$ cat src/hdl/rcst_pkg.sv
// ----------------------------------------------------------------------------
// rcst_pkg
// Shared types and constants of the radio channel scan tracker: command and
// class codes, packet type codes, table addressing and inter-module structs.
// ----------------------------------------------------------------------------
package rcst_pkg;

   localparam int NUM_CHANNELS_DEF = 33;
   localparam int CH_W             = 6;
   localparam int ID_W             = 24;
   localparam int CSR_IDX_W        = 2;
   localparam int NUM_CLASSES      = 3;
   localparam int ADDR_W           = 2 + CH_W;
   localparam int MEM_DEPTH        = NUM_CLASSES << CH_W;

   // commands
   localparam logic [1:0] CMD_PACKET  = 2'd0;
   localparam logic [1:0] CMD_HOP     = 2'd1;
   localparam logic [1:0] CMD_RESTART = 2'd2;

   // device classes
   localparam logic [1:0] CLS_LINK  = 2'd0;
   localparam logic [1:0] CLS_PUMP  = 2'd1;
   localparam logic [1:0] CLS_METER = 2'd2;
   localparam logic [1:0] CLS_NONE  = 2'd3;

   // configuration register indexes
   localparam logic [CSR_IDX_W-1:0] REG_LINK_ID  = 2'd0;
   localparam logic [CSR_IDX_W-1:0] REG_PUMP_ID  = 2'd1;
   localparam logic [CSR_IDX_W-1:0] REG_METER_ID = 2'd2;

   // packet type codes
   localparam logic [7:0] TYPE_LINK_A  = 8'hAA;
   localparam logic [7:0] TYPE_LINK_B  = 8'hAB;
   localparam logic [7:0] TYPE_PUMP_A  = 8'hA2;
   localparam logic [7:0] TYPE_PUMP_B  = 8'hA7;
   localparam logic [7:0] TYPE_METER   = 8'hA5;

   localparam logic [CH_W-1:0] GENERIC_CH     = 6'h20;
   localparam logic [7:0]      RESTART_VALUE  = 8'h01;
   localparam logic [7:0]      LINK_MIN_STR   = 8'd10;
   localparam logic [CH_W-1:0] LINK_NEAR_LIM  = 6'd30;
   localparam logic [CH_W-1:0] LINK_MAX_BEST  = 6'd32;

   typedef logic [ADDR_W-1:0] addr_type;

   typedef struct packed {
      logic [1:0] cmd;
      logic [1:0] device_class;
      logic [7:0] msg_type;
      logic [7:0] msg_byte1;
      logic [7:0] msg_byte2;
      logic [7:0] msg_byte3;
      logic [7:0] msg_byte4;
      logic       crc_error;
      logic [7:0] signal_strength;
      logic [7:0] radio_mode;
   } req_item_type;

   typedef struct packed {
      logic [7:0] best_mode;
      logic [7:0] best_strength;
      logic [7:0] try_mode;
      logic       found;
   } rsp_item_type;

   typedef struct packed {
      logic            rd_en;
      addr_type        rd_addr;
      logic            wr_en;
      addr_type        wr_addr;
      logic [7:0]      wr_data;
      logic            clr_pump;
   } mem_cmd_type;

   typedef struct packed {
      logic            hit;
      logic [1:0]      cls;
      logic [CH_W-1:0] ch;
      logic [7:0]      strength;
   } pkt_match_type;

   typedef struct packed {
      logic [CH_W-1:0] best_ch;
      logic [7:0]      best_str;
      logic            any_low;
      logic            has1;
      logic [CH_W-1:0] b1;
      logic            has2;
      logic [CH_W-1:0] b2;
   } scan_result_type;

endpackage

$ cat src/hdl/rcst_req_if.sv
// ----------------------------------------------------------------------------
// rcst_req_if
// Request channel: one command word with its packet bytes and radio status.
// ----------------------------------------------------------------------------
interface rcst_req_if;
   logic       valid;
   logic       ready;
   logic [1:0] cmd;
   logic [1:0] device_class;
   logic [7:0] msg_type;
   logic [7:0] msg_byte1;
   logic [7:0] msg_byte2;
   logic [7:0] msg_byte3;
   logic [7:0] msg_byte4;
   logic       crc_error;
   logic [7:0] signal_strength;
   logic [7:0] radio_mode;

   modport source (
      output valid, cmd, device_class, msg_type, msg_byte1, msg_byte2, msg_byte3,
             msg_byte4, crc_error, signal_strength, radio_mode,
      input  ready
   );
   modport sink (
      input  valid, cmd, device_class, msg_type, msg_byte1, msg_byte2, msg_byte3,
             msg_byte4, crc_error, signal_strength, radio_mode,
      output ready
   );
endinterface

$ cat src/hdl/rcst_rsp_if.sv
// ----------------------------------------------------------------------------
// rcst_rsp_if
// Response channel: best channel, its strength, scan channel and found flag.
// ----------------------------------------------------------------------------
interface rcst_rsp_if;
   logic       valid;
   logic       ready;
   logic [7:0] best_mode;
   logic [7:0] best_strength;
   logic [7:0] try_mode;
   logic       found;

   modport source (
      output valid, best_mode, best_strength, try_mode, found,
      input  ready
   );
   modport sink (
      input  valid, best_mode, best_strength, try_mode, found,
      output ready
   );
endinterface

$ cat src/hdl/rcst_table_mem.sv
// ----------------------------------------------------------------------------
// rcst_table_mem
// Strength tables of all three classes in one synchronous memory, addressed
// by class and channel, with a per-entry valid bit so unwritten entries read
// as zero after reset and after a pump restart.
// ----------------------------------------------------------------------------
module rcst_table_mem (
   input  logic                  clock,
   input  logic                  reset,
   input  rcst_pkg::mem_cmd_type mem_cmd,
   output logic [7:0]            rd_data
);

   logic [7:0] mem [rcst_pkg::MEM_DEPTH];
   logic [rcst_pkg::MEM_DEPTH-1:0] valid_ff;
   logic [7:0] data_ff;
   logic       rd_valid_ff;

   always_ff @(posedge clock) begin
      if (mem_cmd.wr_en) begin
         mem[mem_cmd.wr_addr] <= mem_cmd.wr_data;
      end
      if (mem_cmd.rd_en) begin
         data_ff <= mem[mem_cmd.rd_addr];
      end
   end

   always_ff @(posedge clock) begin
      if (reset) begin
         valid_ff    <= '0;
         rd_valid_ff <= 1'b0;
      end else begin
         if (mem_cmd.clr_pump) begin
            for (int i = 0; i < (1 << rcst_pkg::CH_W); i++) begin
               valid_ff[{rcst_pkg::CLS_PUMP, rcst_pkg::CH_W'(i)}] <= 1'b0;
            end
         end
         if (mem_cmd.wr_en) begin
            valid_ff[mem_cmd.wr_addr] <= 1'b1;
         end
         if (mem_cmd.rd_en) begin
            rd_valid_ff <= valid_ff[mem_cmd.rd_addr];
         end
      end
   end

   assign rd_data = rd_valid_ff ? data_ff : 8'd0;

endmodule

$ cat src/hdl/rcst_pkt_match.sv
// ----------------------------------------------------------------------------
// rcst_pkt_match
// Packet decode: picks the class from type byte and device id, drops bad
// CRC and out-of-range channels, scales the generic channel strength.
// ----------------------------------------------------------------------------
module rcst_pkt_match #(
   parameter int NUM_CHANNELS = rcst_pkg::NUM_CHANNELS_DEF
) (
   input  rcst_pkg::req_item_type    item,
   input  logic [rcst_pkg::ID_W-1:0] link_id,
   input  logic [rcst_pkg::ID_W-1:0] pump_id,
   input  logic [rcst_pkg::ID_W-1:0] meter_id,
   input  logic [2:0]                found,
   output rcst_pkg::pkt_match_type   match
);

   logic [rcst_pkg::CH_W-1:0] ch;
   logic                      usable;
   logic                      link_hit;
   logic                      pump_hit;
   logic                      meter_hit;

   always_comb begin
      ch     = item.radio_mode[rcst_pkg::CH_W-1:0];
      usable = !item.crc_error && ({1'b0, ch} < (rcst_pkg::CH_W + 1)'(NUM_CHANNELS));

      link_hit  = (item.msg_type == rcst_pkg::TYPE_LINK_A
                   || item.msg_type == rcst_pkg::TYPE_LINK_B)
                  && {item.msg_byte2, item.msg_byte3, item.msg_byte4} == link_id
                  && !found[0];
      pump_hit  = (item.msg_type == rcst_pkg::TYPE_PUMP_A
                   || item.msg_type == rcst_pkg::TYPE_PUMP_B)
                  && {item.msg_byte1, item.msg_byte2, item.msg_byte3} == pump_id
                  && !found[1];
      meter_hit = item.msg_type == rcst_pkg::TYPE_METER
                  && {item.msg_byte1, item.msg_byte2, item.msg_byte3} == meter_id
                  && !found[2];

      match.hit      = usable && (link_hit || pump_hit || meter_hit);
      match.cls      = link_hit ? rcst_pkg::CLS_LINK
                     : pump_hit ? rcst_pkg::CLS_PUMP : rcst_pkg::CLS_METER;
      match.ch       = ch;
      // generic channel reads a quarter of the measured strength
      match.strength = (ch == rcst_pkg::GENERIC_CH) ? {2'b00, item.signal_strength[7:2]}
                                                   : item.signal_strength;
   end

endmodule

$ cat src/hdl/rcst_scan_acc.sv
// ----------------------------------------------------------------------------
// rcst_scan_acc
// Accumulates one table sweep in channel order: strongest channel (ties to
// the higher one), any strength on the low channels, and the highest strong
// entry below each of the two possible next scan channels.
// ----------------------------------------------------------------------------
module rcst_scan_acc (
   input  logic                        clock,
   input  logic                        en,
   input  logic [rcst_pkg::CH_W-1:0]   idx,
   input  logic [7:0]                  data,
   input  logic [rcst_pkg::CH_W-1:0]   c1,
   input  logic [rcst_pkg::CH_W-1:0]   c2,
   output rcst_pkg::scan_result_type   result
);

   rcst_pkg::scan_result_type acc_ff;
   rcst_pkg::scan_result_type acc_in;
   logic                      first;
   logic                      loud;

   always_comb begin
      acc_in = acc_ff;
      first  = (idx == '0);
      loud   = (data > rcst_pkg::LINK_MIN_STR);
      if (en) begin
         if (first || data >= acc_ff.best_str) begin
            acc_in.best_ch  = idx;
            acc_in.best_str = data;
         end
         acc_in.any_low = (first ? 1'b0 : acc_ff.any_low)
                          | (idx < rcst_pkg::GENERIC_CH && data != 8'd0);
         acc_in.has1 = first ? 1'b0 : acc_ff.has1;
         acc_in.has2 = first ? 1'b0 : acc_ff.has2;
         if (idx < c1 && loud) begin
            acc_in.has1 = 1'b1;
            acc_in.b1   = idx;
         end
         if (idx < c2 && loud) begin
            acc_in.has2 = 1'b1;
            acc_in.b2   = idx;
         end
      end
   end

   always_ff @(posedge clock) begin
      acc_ff <= acc_in;
   end

   assign result = acc_ff;

endmodule

$ cat src/hdl/rf_channel_scan_tracker.sv
// ----------------------------------------------------------------------------
// rf_channel_scan_tracker
// Peak strength tracking and channel hopping for three radio device classes.
// ----------------------------------------------------------------------------
// One word is worked on at a time. A matching packet reads its table entry
// and writes it when the new strength is higher, then every command for a
// used class sweeps that class's table through the single read port of the
// table memory, one channel a cycle; a word for the unused class skips the
// sweep. The result sits in an output register, so the next word is taken
// while it waits; the sweep stalls at its end until the previous result has
// gone. No clearing pass is needed after reset.
// ----------------------------------------------------------------------------
module rf_channel_scan_tracker #(
   parameter int NUM_CHANNELS = rcst_pkg::NUM_CHANNELS_DEF
) (
   input  logic                             clock,
   input  logic                             reset,
   rcst_req_if.sink                         req_chan,
   rcst_rsp_if.source                       rsp_chan,
   input  logic                             csr_write_en,
   input  logic [rcst_pkg::CSR_IDX_W-1:0]   csr_index,
   input  logic [rcst_pkg::ID_W-1:0]        csr_write_data
);

   localparam int CH_W = rcst_pkg::CH_W;
   localparam logic [CH_W-1:0] LAST_CH = CH_W'(NUM_CHANNELS - 1);
   localparam logic [CH_W-1:0] NUM_CH  = CH_W'(NUM_CHANNELS);

   localparam logic [2:0] ST_IDLE   = 3'd0;
   localparam logic [2:0] ST_PKT_RD = 3'd1;
   localparam logic [2:0] ST_PKT_WR = 3'd2;
   localparam logic [2:0] ST_SCAN   = 3'd3;
   localparam logic [2:0] ST_DRAIN  = 3'd4;
   localparam logic [2:0] ST_FIN    = 3'd5;

   logic [2:0]                  state_ff, state_in;
   rcst_pkg::req_item_type      item_ff, item_in;
   logic [CH_W-1:0]             cnt_ff, cnt_in;
   logic [CH_W-1:0]             sc_ff [rcst_pkg::NUM_CLASSES];
   logic [CH_W-1:0]             sc_in [rcst_pkg::NUM_CLASSES];
   logic [2:0]                  found_ff, found_in;
   logic [rcst_pkg::ID_W-1:0]   link_id_ff, link_id_in;
   logic [rcst_pkg::ID_W-1:0]   pump_id_ff, pump_id_in;
   logic [rcst_pkg::ID_W-1:0]   meter_id_ff, meter_id_in;
   logic                        rsp_valid_ff, rsp_valid_in;
   rcst_pkg::rsp_item_type      out_ff, out_in;
   logic                        acc_en_ff, acc_en_in;
   logic [CH_W-1:0]             acc_idx_ff, acc_idx_in;

   rcst_pkg::mem_cmd_type       mem_cmd;
   logic [7:0]                  rd_data;
   rcst_pkg::pkt_match_type     match;
   rcst_pkg::scan_result_type   acc;

   logic [1:0]                  cls;
   logic                        cls_ok;
   logic [1:0]                  cls_idx;
   logic [CH_W-1:0]             old_sc;
   logic [CH_W-1:0]             c1;
   logic [CH_W-1:0]             c2;
   logic [CH_W-1:0]             new_sc;
   logic [CH_W-1:0]             rep_sc;
   logic                        lk_has;
   logic [CH_W-1:0]             lk_b;
   logic                        lk_settle;
   logic [1:0]                  code;
   logic [2:0]                  after_pkt;

   rcst_table_mem u_table_mem (
      .clock   (clock),
      .reset   (reset),
      .mem_cmd (mem_cmd),
      .rd_data (rd_data)
   );

   rcst_pkt_match #(.NUM_CHANNELS(NUM_CHANNELS)) u_pkt_match (
      .item     (item_ff),
      .link_id  (link_id_ff),
      .pump_id  (pump_id_ff),
      .meter_id (meter_id_ff),
      .found    (found_ff),
      .match    (match)
   );

   rcst_scan_acc u_scan_acc (
      .clock  (clock),
      .en     (acc_en_ff),
      .idx    (acc_idx_ff),
      .data   (rd_data),
      .c1     (c1),
      .c2     (c2),
      .result (acc)
   );

   // class of the word in hand and the two candidate next scan channels
   always_comb begin
      cls     = item_ff.device_class;
      cls_ok  = (cls != rcst_pkg::CLS_NONE);
      cls_idx = cls_ok ? cls : rcst_pkg::CLS_LINK;
      old_sc  = sc_ff[cls_idx];
      c1      = (old_sc == LAST_CH) ? '0 : old_sc + 1'b1;
      c2      = (c1 == LAST_CH) ? '0 : c1 + 1'b1;
      new_sc  = (c1 == acc.best_ch) ? c2 : c1;
      lk_has  = (new_sc == c1) ? acc.has1 : acc.has2;
      lk_b    = (new_sc == c1) ? acc.b1 : acc.b2;
      lk_settle = lk_has && lk_b < rcst_pkg::LINK_MAX_BEST
                  && !(lk_b < rcst_pkg::LINK_NEAR_LIM
                       && {1'b0, new_sc} < ({1'b0, lk_b} + 7'd2));
      code      = cls + 2'd1;
      after_pkt = cls_ok ? ST_SCAN : ST_FIN;
   end

   always_comb begin
      state_in     = state_ff;
      item_in      = item_ff;
      cnt_in       = cnt_ff;
      sc_in        = sc_ff;
      found_in     = found_ff;
      link_id_in   = link_id_ff;
      pump_id_in   = pump_id_ff;
      meter_id_in  = meter_id_ff;
      rsp_valid_in = rsp_valid_ff;
      out_in       = out_ff;
      acc_en_in    = (state_ff == ST_SCAN);
      acc_idx_in   = cnt_ff;
      mem_cmd      = '0;
      rep_sc       = old_sc;

      if (csr_write_en) begin
         case (csr_index)
            rcst_pkg::REG_LINK_ID:  link_id_in  = csr_write_data;
            rcst_pkg::REG_PUMP_ID:  pump_id_in  = csr_write_data;
            rcst_pkg::REG_METER_ID: meter_id_in = csr_write_data;
            default: ;
         endcase
      end

      if (rsp_valid_ff && rsp_chan.ready) begin
         rsp_valid_in = 1'b0;
      end

      case (state_ff)
         ST_IDLE: begin
            if (req_chan.valid) begin
               item_in.cmd             = req_chan.cmd;
               item_in.device_class    = req_chan.device_class;
               item_in.msg_type        = req_chan.msg_type;
               item_in.msg_byte1       = req_chan.msg_byte1;
               item_in.msg_byte2       = req_chan.msg_byte2;
               item_in.msg_byte3       = req_chan.msg_byte3;
               item_in.msg_byte4       = req_chan.msg_byte4;
               item_in.crc_error       = req_chan.crc_error;
               item_in.signal_strength = req_chan.signal_strength;
               item_in.radio_mode      = req_chan.radio_mode;
               cnt_in                  = '0;
               if (req_chan.cmd == rcst_pkg::CMD_RESTART) begin
                  // pump restart: drop the whole pump table, seed the generic channel if in range
                  mem_cmd.clr_pump = 1'b1;
                  if (NUM_CHANNELS > int'(rcst_pkg::GENERIC_CH)) begin
                     mem_cmd.wr_en   = 1'b1;
                     mem_cmd.wr_addr = {rcst_pkg::CLS_PUMP, rcst_pkg::GENERIC_CH};
                     mem_cmd.wr_data = rcst_pkg::RESTART_VALUE;
                  end
                  sc_in[rcst_pkg::CLS_PUMP] = '0;
                  found_in[1]               = 1'b0;
               end
               if (req_chan.cmd == rcst_pkg::CMD_PACKET) begin
                  state_in = ST_PKT_RD;
               end else if (req_chan.device_class != rcst_pkg::CLS_NONE) begin
                  state_in = ST_SCAN;
               end else begin
                  state_in = ST_FIN;
               end
            end
         end
         ST_PKT_RD: begin
            if (match.hit) begin
               mem_cmd.rd_en   = 1'b1;
               mem_cmd.rd_addr = {match.cls, match.ch};
               state_in        = ST_PKT_WR;
            end else begin
               state_in = after_pkt;
            end
         end
         ST_PKT_WR: begin
            // sweep reads start only after this write lands, so no forwarding
            if (rd_data < match.strength) begin
               mem_cmd.wr_en   = 1'b1;
               mem_cmd.wr_addr = {match.cls, match.ch};
               mem_cmd.wr_data = match.strength;
            end
            state_in = after_pkt;
         end
         ST_SCAN: begin
            mem_cmd.rd_en   = 1'b1;
            mem_cmd.rd_addr = {cls, cnt_ff};
            cnt_in          = cnt_ff + 1'b1;
            if (cnt_ff == LAST_CH) begin
               state_in = ST_DRAIN;
            end
         end
         ST_DRAIN: begin
            state_in = ST_FIN;
         end
         ST_FIN: begin
            if (!rsp_valid_ff || rsp_chan.ready) begin
               if (item_ff.cmd == rcst_pkg::CMD_HOP && cls_ok) begin
                  sc_in[cls_idx] = new_sc;
                  rep_sc         = new_sc;
                  if (cls == rcst_pkg::CLS_LINK) begin
                     if (!found_ff[0] && new_sc > 6'd1 && lk_settle) begin
                        found_in[0] = 1'b1;
                     end
                  end else if (new_sc < old_sc) begin
                     found_in[cls_idx] = acc.any_low;
                  end
               end
               if (cls_ok) begin
                  out_in.best_mode     = {code, acc.best_ch};
                  out_in.best_strength = acc.best_str;
                  out_in.try_mode      = (cls == rcst_pkg::CLS_PUMP) ? {2'b00, rep_sc}
                                                                     : {code, rep_sc};
                  out_in.found         = found_in[cls_idx];
               end else begin
                  out_in = '0;
               end
               rsp_valid_in = 1'b1;
               state_in     = ST_IDLE;
            end
         end
         default: begin
            state_in = ST_IDLE;
         end
      endcase
   end

   always_ff @(posedge clock) begin
      if (reset) begin
         state_ff     <= ST_IDLE;
         cnt_ff       <= '0;
         sc_ff        <= '{default: '0};
         found_ff     <= '0;
         link_id_ff   <= '0;
         pump_id_ff   <= '0;
         meter_id_ff  <= '0;
         rsp_valid_ff <= 1'b0;
         acc_en_ff    <= 1'b0;
      end else begin
         state_ff     <= state_in;
         cnt_ff       <= cnt_in;
         sc_ff        <= sc_in;
         found_ff     <= found_in;
         link_id_ff   <= link_id_in;
         pump_id_ff   <= pump_id_in;
         meter_id_ff  <= meter_id_in;
         rsp_valid_ff <= rsp_valid_in;
         acc_en_ff    <= acc_en_in;
      end
   end

   always_ff @(posedge clock) begin
      item_ff    <= item_in;
      out_ff     <= out_in;
      acc_idx_ff <= acc_idx_in;
   end

   assign req_chan.ready         = (state_ff == ST_IDLE);
   assign rsp_chan.valid         = rsp_valid_ff;
   assign rsp_chan.best_mode     = out_ff.best_mode;
   assign rsp_chan.best_strength = out_ff.best_strength;
   assign rsp_chan.try_mode      = out_ff.try_mode;
   assign rsp_chan.found         = out_ff.found;

   // scan channels never leave the channel range
   a_sc_range: assert property (@(posedge clock) disable iff (reset)
      sc_ff[0] < NUM_CH && sc_ff[1] < NUM_CH && sc_ff[2] < NUM_CH)
      else $error("scan channel out of range");

   // table writes only for a packet update or a pump restart
   a_wr_phase: assert property (@(posedge clock) disable iff (reset)
      mem_cmd.wr_en |-> (state_ff == ST_PKT_WR || state_ff == ST_IDLE))
      else $error("table write outside update phase");

   // a new result is only loaded at the end of a word
   a_rsp_load: assert property (@(posedge clock) disable iff (reset)
      $rose(rsp_valid_ff) |-> $past(state_ff == ST_FIN))
      else $error("result loaded outside finish phase");

   // the pump settles only on a hop
   a_pump_found: assert property (@(posedge clock) disable iff (reset)
      $rose(found_ff[1]) |-> $past(state_ff == ST_FIN && item_ff.cmd == rcst_pkg::CMD_HOP))
      else $error("pump found flag set without a hop");

endmodule
$ cat src/flat_wrapper.sv
// flat-port wrapper written by rule: the top's interface ports become plain ports
module rf_channel_scan_tracker_flat 
#(
   parameter int NUM_CHANNELS = rcst_pkg::NUM_CHANNELS_DEF
)
  (clock, reset, csr_write_en, csr_index, csr_write_data, req_chan_valid, req_chan_cmd, req_chan_device_class, req_chan_msg_type, req_chan_msg_byte1, req_chan_msg_byte2, req_chan_msg_byte3, req_chan_msg_byte4, req_chan_crc_error, req_chan_signal_strength, req_chan_radio_mode, req_chan_ready, rsp_chan_valid, rsp_chan_best_mode, rsp_chan_best_strength, rsp_chan_try_mode, rsp_chan_found, rsp_chan_ready);
  rcst_req_if req_chan_i ();
  rcst_rsp_if rsp_chan_i ();
  input  logic clock;
  input  logic reset;
  input  logic csr_write_en;
  input  logic [rcst_pkg::CSR_IDX_W-1:0] csr_index;
  input  logic [rcst_pkg::ID_W-1:0] csr_write_data;
  input wire logic [$bits(req_chan_i.valid)-1:0] req_chan_valid;
  input wire logic [$bits(req_chan_i.cmd)-1:0] req_chan_cmd;
  input wire logic [$bits(req_chan_i.device_class)-1:0] req_chan_device_class;
  input wire logic [$bits(req_chan_i.msg_type)-1:0] req_chan_msg_type;
  input wire logic [$bits(req_chan_i.msg_byte1)-1:0] req_chan_msg_byte1;
  input wire logic [$bits(req_chan_i.msg_byte2)-1:0] req_chan_msg_byte2;
  input wire logic [$bits(req_chan_i.msg_byte3)-1:0] req_chan_msg_byte3;
  input wire logic [$bits(req_chan_i.msg_byte4)-1:0] req_chan_msg_byte4;
  input wire logic [$bits(req_chan_i.crc_error)-1:0] req_chan_crc_error;
  input wire logic [$bits(req_chan_i.signal_strength)-1:0] req_chan_signal_strength;
  input wire logic [$bits(req_chan_i.radio_mode)-1:0] req_chan_radio_mode;
  output wire logic [$bits(req_chan_i.ready)-1:0] req_chan_ready;
  output wire logic [$bits(rsp_chan_i.valid)-1:0] rsp_chan_valid;
  output wire logic [$bits(rsp_chan_i.best_mode)-1:0] rsp_chan_best_mode;
  output wire logic [$bits(rsp_chan_i.best_strength)-1:0] rsp_chan_best_strength;
  output wire logic [$bits(rsp_chan_i.try_mode)-1:0] rsp_chan_try_mode;
  output wire logic [$bits(rsp_chan_i.found)-1:0] rsp_chan_found;
  input wire logic [$bits(rsp_chan_i.ready)-1:0] rsp_chan_ready;
  assign req_chan_i.valid = req_chan_valid;
  assign req_chan_i.cmd = req_chan_cmd;
  assign req_chan_i.device_class = req_chan_device_class;
  assign req_chan_i.msg_type = req_chan_msg_type;
  assign req_chan_i.msg_byte1 = req_chan_msg_byte1;
  assign req_chan_i.msg_byte2 = req_chan_msg_byte2;
  assign req_chan_i.msg_byte3 = req_chan_msg_byte3;
  assign req_chan_i.msg_byte4 = req_chan_msg_byte4;
  assign req_chan_i.crc_error = req_chan_crc_error;
  assign req_chan_i.signal_strength = req_chan_signal_strength;
  assign req_chan_i.radio_mode = req_chan_radio_mode;
  assign req_chan_ready = req_chan_i.ready;
  assign rsp_chan_valid = rsp_chan_i.valid;
  assign rsp_chan_best_mode = rsp_chan_i.best_mode;
  assign rsp_chan_best_strength = rsp_chan_i.best_strength;
  assign rsp_chan_try_mode = rsp_chan_i.try_mode;
  assign rsp_chan_found = rsp_chan_i.found;
  assign rsp_chan_i.ready = rsp_chan_ready;
  rf_channel_scan_tracker #(.NUM_CHANNELS(NUM_CHANNELS)) u_core (.clock(clock), .reset(reset), .req_chan(req_chan_i), .rsp_chan(rsp_chan_i), .csr_write_en(csr_write_en), .csr_index(csr_index), .csr_write_data(csr_write_data));
endmodule
$ cat config.mk
export PLATFORM = sky130hd
export DESIGN_NAME = rf_channel_scan_tracker_flat
export DESIGN_NICKNAME = d
export VERILOG_FILES = /design/src/hdl/rcst_pkg.sv /design/src/hdl/rcst_req_if.sv /design/src/hdl/rcst_rsp_if.sv /design/src/hdl/rcst_table_mem.sv /design/src/hdl/rcst_pkt_match.sv /design/src/hdl/rcst_scan_acc.sv /design/src/hdl/rf_channel_scan_tracker.sv /design/src/flat_wrapper.sv
export SDC_FILE = /design/constraint.sdc
export NUM_CORES = 2
export LEC_CHECK = 0
export ABC_AREA = 1
export BUFFER_PORTS_ARGS = -buffer_cell sky130_fd_sc_hd__buf_2
export CELL_PAD_IN_SITES_DETAIL_PLACEMENT = 1
export CELL_PAD_IN_SITES_GLOBAL_PLACEMENT = 1
export CORE_UTILIZATION = 40
export CTS_BUF_LIST = sky130_fd_sc_hd__clkbuf_16
export CTS_CLUSTER_DIAMETER = 120
export CTS_CLUSTER_SIZE = 25
export DETAILED_ROUTE_END_ITERATION = 10
export PLACE_DENSITY = 0.63
export SLEW_MARGIN = 30
export SYNTH_ARGS = -nofsm -noshare
export SYNTH_HDL_FRONTEND = slang
export SYNTH_SLANG_ARGS = --single-unit
$ cat constraint.sdc
create_clock -name clock -period 10.02 [get_ports clock]
set_input_delay 0 -clock clock [delete_from_list [all_inputs] [get_ports clock]]
set_output_delay 0 -clock clock [all_outputs]
set_load 0.03 [all_outputs]
======== Word-level counts from Yosys, hierarchy flattened ========
Memory sizes are Yosys's and may differ from the RTL's. A register that Yosys moved wholly into a read port is not among the register bits.
Cells that the tools add are included.
word-level totals
  word-level logic and storage cells ...... 226
  input port bits ......................... 92
  memory bits (writable) .................. 1536
  latch bits .............................. 0
  memories ................................ 1
  output and inout bits ................... 27
  flip-flop bits (word level) ............. 416
  bits in read-only memories .............. 0
memories
  name                    words  width  read ports  clocked after Yosys merged registers in  write ports  line                  source
  u_core.u_table_mem.mem  192    8      1           1                                        1            rcst_table_mem.sv:14  logic [7:0] mem [rcst_pkg::MEM_DEPTH];
operators by class
  bitwise operators ....................... 4
  shifts and indexed selects .............. 0
  eq/ne operators ......................... 31
  divide/modulo/power cells ............... 0
  $mul .................................... 0
  order comparisons ....................... 19
  reductions and logical operators ........ 59
  add/sub/neg operators ................... 5
  mux-type cells .......................... 69
operators by type and width
  operator                                                     number
  bitwise OR 192 bit                                           1
  two-way mux 128 bit                                          1
  two-way mux 64 bit                                           2
  equality test 24 bit                                         3
  two-way mux 6 bit                                            11
  equality test 8 bit (second input constant)                  5
  two-way mux 18 bit                                           2
  case mux 17 bit (2 select lines)                             1
  two-way mux 3 bit                                            11
  equality test 6 bit (second input constant)                  4
  two-way mux 12 bit                                           2
  case mux 6 bit (2 select lines)                              2
  AND reduction 2 bit                                          11
  logical AND 1 bit                                            21
  adder 6 x 1 -> 6 bit (second input constant)                 3
  bitwise mux 18 bit                                           1
  less-than comparator 6 bit                                   3
  less-than comparator 6 bit (second input constant)           3
  less-than comparator 8 x 9 -> 1 bit (second input constant)  2
  case mux 3 bit (6 select lines)                              1
  case mux 9 bit (2 select lines)                              1
  two-way mux 1 bit                                            17
  two-way mux 17 bit                                           1
  two-way mux 8 bit                                            2
  other kinds (45)                                             76

======== Longest topological paths before layout ========
  word-level depth ........................ 26
  mapped depth ............................ 36
  mapped depth without buffers ............ 36

======== Cells and area by module ========
From an unflattened synthesis, not the netlist that was laid out.
second synthesis, totals
  cells, all modules ...................... 7506
  area total of the unflattened synthesis .. 81291.7 sq um
by module, submodules not included
  module                   sequential area each (sq um)  area an instance (sq um)  cells each  instances
  rcst_table_mem           50228.2                       69730.6                   6071        1
  rf_channel_scan_tracker  4784.6                        8580.7                    966         1
  rcst_scan_acc            870.8                         1519.0                    150         1
  rcst_pkt_match           0.0                           1461.4                    319         1

======== Worst setup path after synthesis ========
No wires, ideal clock.
  path type ............................... flip-flop to flip-flop
  start ................................... register u_core.item_ff[0] (netlist name)
  end ..................................... memory u_core.u_table_mem.mem[0][0], data pin
  setup time .............................. 1.692 ns
  clock period less this slack ............ 11.132 ns
  buffers on the path ..................... 1
  data arrival time ....................... 9.440 ns
  cell stages (with the launch flop) ...... 15
  required time ........................... 8.328 ns
  path slack .............................. -1.112 ns
  path through ............................ edfxtp_1 nor2_2 nand4_2 inv_1 nand2_1 o21ai_0 ha_1 o21ai_1 nand2_1 nand3_1 nand2_1 nand4_1 nand4_2 buf_2 o21ai_0
RTL lines
  item                    line                            source
  from (decl)             rf_channel_scan_tracker.sv:37   rcst_pkg::req_item_type item_ff, item_in;
  from (signal assigned)  rf_channel_scan_tracker.sv:262  item_ff <= item_in;
  to (decl)               rcst_table_mem.sv:14

======== Worst setup path after layout ========
  start ................................... register u_core.item_ff[55] (netlist name)
  end ..................................... register u_core.u_table_mem.data_ff[3], read port of u_core.u_table_mem.mem, data pin
on the way
  longest elaborated chain between the ends .. 9
  elaborated cells between the ends (all ways) .. 20
  those cells by class .................... 5 x eq/ne; 4 x mux; 11 x reduce/logical
RTL lines
  item                                    line                                        source
  equality test 8 bit (on tied branches)  --
  logical OR 1 bit (on tied branches)     rcst_pkt_match.sv:28, rcst_pkt_match.sv:32
  logical AND 1 bit (on tied branches)    rcst_pkt_match.sv:29, rcst_pkt_match.sv:33
  logical AND 1 bit (on tied branches)    rcst_pkt_match.sv:30, rcst_pkt_match.sv:34
  logical OR 1 bit (2 in a row)           rcst_pkt_match.sv:39                        match.hit = usable && (link_hit || pump_hit || meter_hit);
  logical AND 1 bit                       rcst_pkt_match.sv:39
  two-way mux 9 bit (*)                   rf_channel_scan_tracker.sv:177              if (match.hit) begin
  case mux 9 bit (2 select lines) (*)     rf_channel_scan_tracker.sv:142              case (state_ff)
  to (decl)                               rcst_table_mem.sv:16                        logic [7:0] data_ff;
Mark *: on every way between the ends. The rest lies on a longest branch, timed or not.
A chain may end at the register's enable or synchronous reset.

==> results.json <==
{
  "cts_buffer_depth": 3,
  "grt_pass1_wl_mm": 374,
  "io_buffer_count": 116,
  "cts_tree": "done",
  "fp.dieW_microns": 456,
  "reg2reg_from": "u_core.item_ff[55]$_DFFE_PP_",
  "drv_cap": 0,
  "die_h_microns": 456,
  "remaining_drc_errors": 0,
  "p_per_area_mw_per_mm2": 176,
  "core_sq_mm": 0.205,
  "drive_above_1_share": 0.0605,
  "clkTransAtPathRegs_ns": 0.11,
  "synth_area_leaders": "edfxtp_1 (60%), dfxtp_1 (7.4%), nor2_1 (5.2%), o21ai_0 (4.8%), nand3_1 (4.7%)",
  "ctsHtreeMaxLevel": 3,
  "fillers": 22100,
  "cp_data_arrival_time_ns": 6.90,
  "initial_utilization": 0.403,
  "routabilityCongestion": 0.844,
  "die-area_sq_mm": 0.208,
  "first_global_vias": 57500,
  "drt_iter0_markers": 4969,
  "maxSlewViolCount": 0,
  "synth.most_common_cell": "edfxtp_1",
  "wl_per_cell_microns": 24.3,
  "ys_seq_area_frac": 0.678,
  "final_nets": 7713,
  "synth_nets": 7727,
  "hold_path.class": "input port to flip-flop",
  "dpl_worst_slack_ns": 3.92,
  "track_usage": 0.237,
  "ant_nets": 0,
  "timing.final.crit_share": 0.634,
  "ir_drop_v": 0.000149,
  "skew_ns": 0.0457,
  "rsz0062_at_grt": "no",
  "synth-main-ff-cell": "edfxtp_1",
  "min_from": "csr_write_data[21]",
  "route.vias.total": 57300,
  "startpoint_type": "flip-flop",
  "setup_tns_ns": 0,
  "worst_slew_pin_slew_ns": 1.13,
  "timing_worst_setup_path_type": "flip-flop to flip-flop",
  "ys_types": 55,
  "intPower_mw": 11.5,
  "rrSetupSlack_ns": 3.66,
  "hpwl_mm": 145,
  "final_core_util": 0.438,
  "status": "complete, no violations",
  "grt_max_degree": 198,
  "post-route-min-period_ns": 6.36,
  "synth_edf_count": 1657,
  "required_ns": 10.56,
  "power_leakage_nw": 31.5,
  "setup_violations": 0,
  "final_hold_viol_count": 0,
  "holdWs_ns": 0.100,
  "cts_sinks": 1960,
  "boundaryPins": 119,
  "syn_area_sq_mm": 0.0824,
  "p_clk_frac": 0.271,
  "sw_frac_of_total": 0.272,
  "dr.pass1.iters": 5,
  "setup_slack_ns": 3.66,
  "rows": 166,
  "max-slew-margin-rel": 0.247,
  "cts_buffers": 88,
  "synth_top_cells_by_count": "edfxtp_1 (1657), nor2_1 (1138), nand2_1 (798)",
  "yosysTopAreaCellShare": 0.604,
  "seqPwrFrac": 0.600,
  "drt-vias-per-instance": 5.54,
  "drt-total-wl_mm": 251,
  "synthToLayoutAreaGrowth_pct": 8.79,
  "fmax_mhz": 157,
  "synth_top_area_cell": "edfxtp_1",
  "cp_max_fo": 97,
  "root_buffer": "clkbuf_16",
  "grt-ovfl-total": 0,
  "ys_warn_count": 0,
  "synthArstFlopShare": 0,
  "clock_latency_ns": 0.78,
  "post_synth.cell_area_avg_sq_um": 10.9,
  "comb_power_share": 0.129,
  "endpoint_kind": "flip-flop",
  "postSynthCellCount": 7590,
  "switching_power_mw": 4.30,
  "crit_start": "u_core.item_ff[55]$_DFFE_PP_",
  "ys_seq_elements": 1960,
  "antenna_found_initial": 8
}
[through the flow]
| step | std cells | cell area (sq um) | total power, mW |
|---|---|---|---|
| after CTS | 10300 | 89300 | 15.9 |
| final | 10300 | 89600 | 15.8 |
| after detailed placement | 10000 | 85100 | 11.6 |
| after floorplan | 7590 | 82400 | 10.8 |
| after global routing | 10300 | 89600 | 16.3 |
| after global placement | 10000 | 85100 | 11.6 |
[cells by family (layout without fill, tap and decap cells)]
logic type | count (synthesis) | in the layout | synth area share
multiplexers | 4 | 4 | 0.000486
other | 0 | 2 | 0
buffers and inverters | 1133 | 1192 | 0.0573
AND/OR/NAND/NOR | 2832 | 2832 | 0.146
adder cells (fa/ha/maj) | 45 | 45 | 0.00684
AO/OA/AOI/OAI | 1569 | 1569 | 0.107
XOR/XNOR | 47 | 47 | 0.00500
flip-flops | 1960 | 1960 | 0.678
[layout make-up]
cell class                      count  area (sq um)  area share
Inverter                          664          2510      0.0280
Tap cell                         2688          3360      0.0375
Antenna cell                        2          5.00   0.0000559
Timing Repair Buffer              365          3230      0.0360
Clock inverter                     73           338     0.00377
Multi-Input combinational cell   4497         22100       0.246
Clock buffer                       90          2250      0.0251
Sequential cell                  1960         55800       0.623
[worst max-delay path, cell delays in order (launching register included)]
cell and delay (ns):
edfxtp_1 0.40, inv_1 0.08, nand2_1 0.05, nor2_1 0.68, nand2_1 0.11, nor2_1 0.13, nand2_1 0.06, nor2_1 0.16
nand2_1 0.19, nand3_2 0.17, nand4_4 0.24, o21bai_4 0.45, buf_4 0.73, buf_4 0.86, a21oi_1 0.12, o21ai_0 0.14
nand3_1 0.14, nand3_1 0.16, nand3_1 0.25, nand3_1 0.29, nand3_1 0.28, nand3_1 0.17, nand2_1 0.08
[final timing paths]
path / to / cells past startpoint
setup / recovery: u_core.u_table_mem.data_ff[3]$_DFFE_PP_ / 22
hold / removal: u_core.link_id_ff[21]$_SDFFE_PP0P_ / 4
setup reg to reg: u_core.u_table_mem.data_ff[3]$_DFFE_PP_ / 22
hold reg to reg: u_core.acc_idx_ff[4]$_DFF_P_ / 0
[layout by cell type (no fill, tap or decap), types with 4 or more instances in the layout]
master         instances
o221ai_1              89
a21oi_1              383
buf_16                 7
nand2_2               12
o21ai_0              785
o211ai_1             178
inv_1                690
and2_1                11
dfxtp_1              303
edfxtp_1            1657
nor2_4                10
xor2_1                10
o21ai_2                4
nand3_2               13
o21a_1                 8
inv_2                 30
o21ai_4                4
nor2_1              1086
nor3_1                12
buf_4                 62
buf_12                17
nand2_1              795
dlygate4sd3_1        159
clkinv_1               6
nand3_1              771
o21ai_1               86
a211oi_1               4
nand4_1               28
nor2_2                63
nand3b_1              17
or2_2                  4
buf_2                115
clkbuf_16             90
o22ai_1                7
ha_1                  45
xnor2_1               37
mux2i_1                4
[power groups by stage]
| stage | combinational, mW | clock, mW | sequential [mW] |
|---|---|---|---|
| 6_report | 2.04 | 4.29 | 9.49 |
| 2_1_floorplan | 1.10 | 0 | 9.74 |
| 3_3_place_gp | 1.90 | 0 | 9.67 |
| 5_1_grt | 2.22 | 4.62 | 9.50 |
| 3_5_place_dp | 1.95 | 0 | 9.68 |
| 4_1_cts | 2.00 | 4.40 | 9.49 |
[state kept, by name, indices dropped and copies added (netlist names), 6 cells and up]
signal and cells:
u_core.u_scan_acc.result 29, u_core.rsp_chan.best_strength 8, u_core.acc_idx_in 6, u_core.rsp_chan.best_mode 8, u_core.pump_id_ff 24, u_core.acc_idx_ff 6, u_core.link_id_ff 24, u_core.u_table_mem.data_ff 8
u_core.rsp_chan.try_mode 8, u_core.meter_id_ff 24, u_core.u_table_mem.valid_ff 192, u_core.sc_ff 18, u_core.u_table_mem.mem 1536, u_core.item_ff 57
[timing repair]
action                                 CTS  global route
gates resized for setup                  0             0
setup buffers                            0             0
hold buffers                           159             0
endpoints found under the hold margin  206             0
[metal layers]
| metal | vias to the layer above | global-route usage | routed length (microns) |
|---|---|---|---|
| met5 | - | 0 | 19 |
| met4 | 2 | 0.0651 | 6990 |
| met3 | 307 | 0.0290 | 12100 |
| li1 | 26400 | - | - |
| met1 | 29300 | 0.329 | 113000 |
| met2 | 1297 | 0.390 | 119000 |
Note: power is estimated with default switching activity, not from simulation.
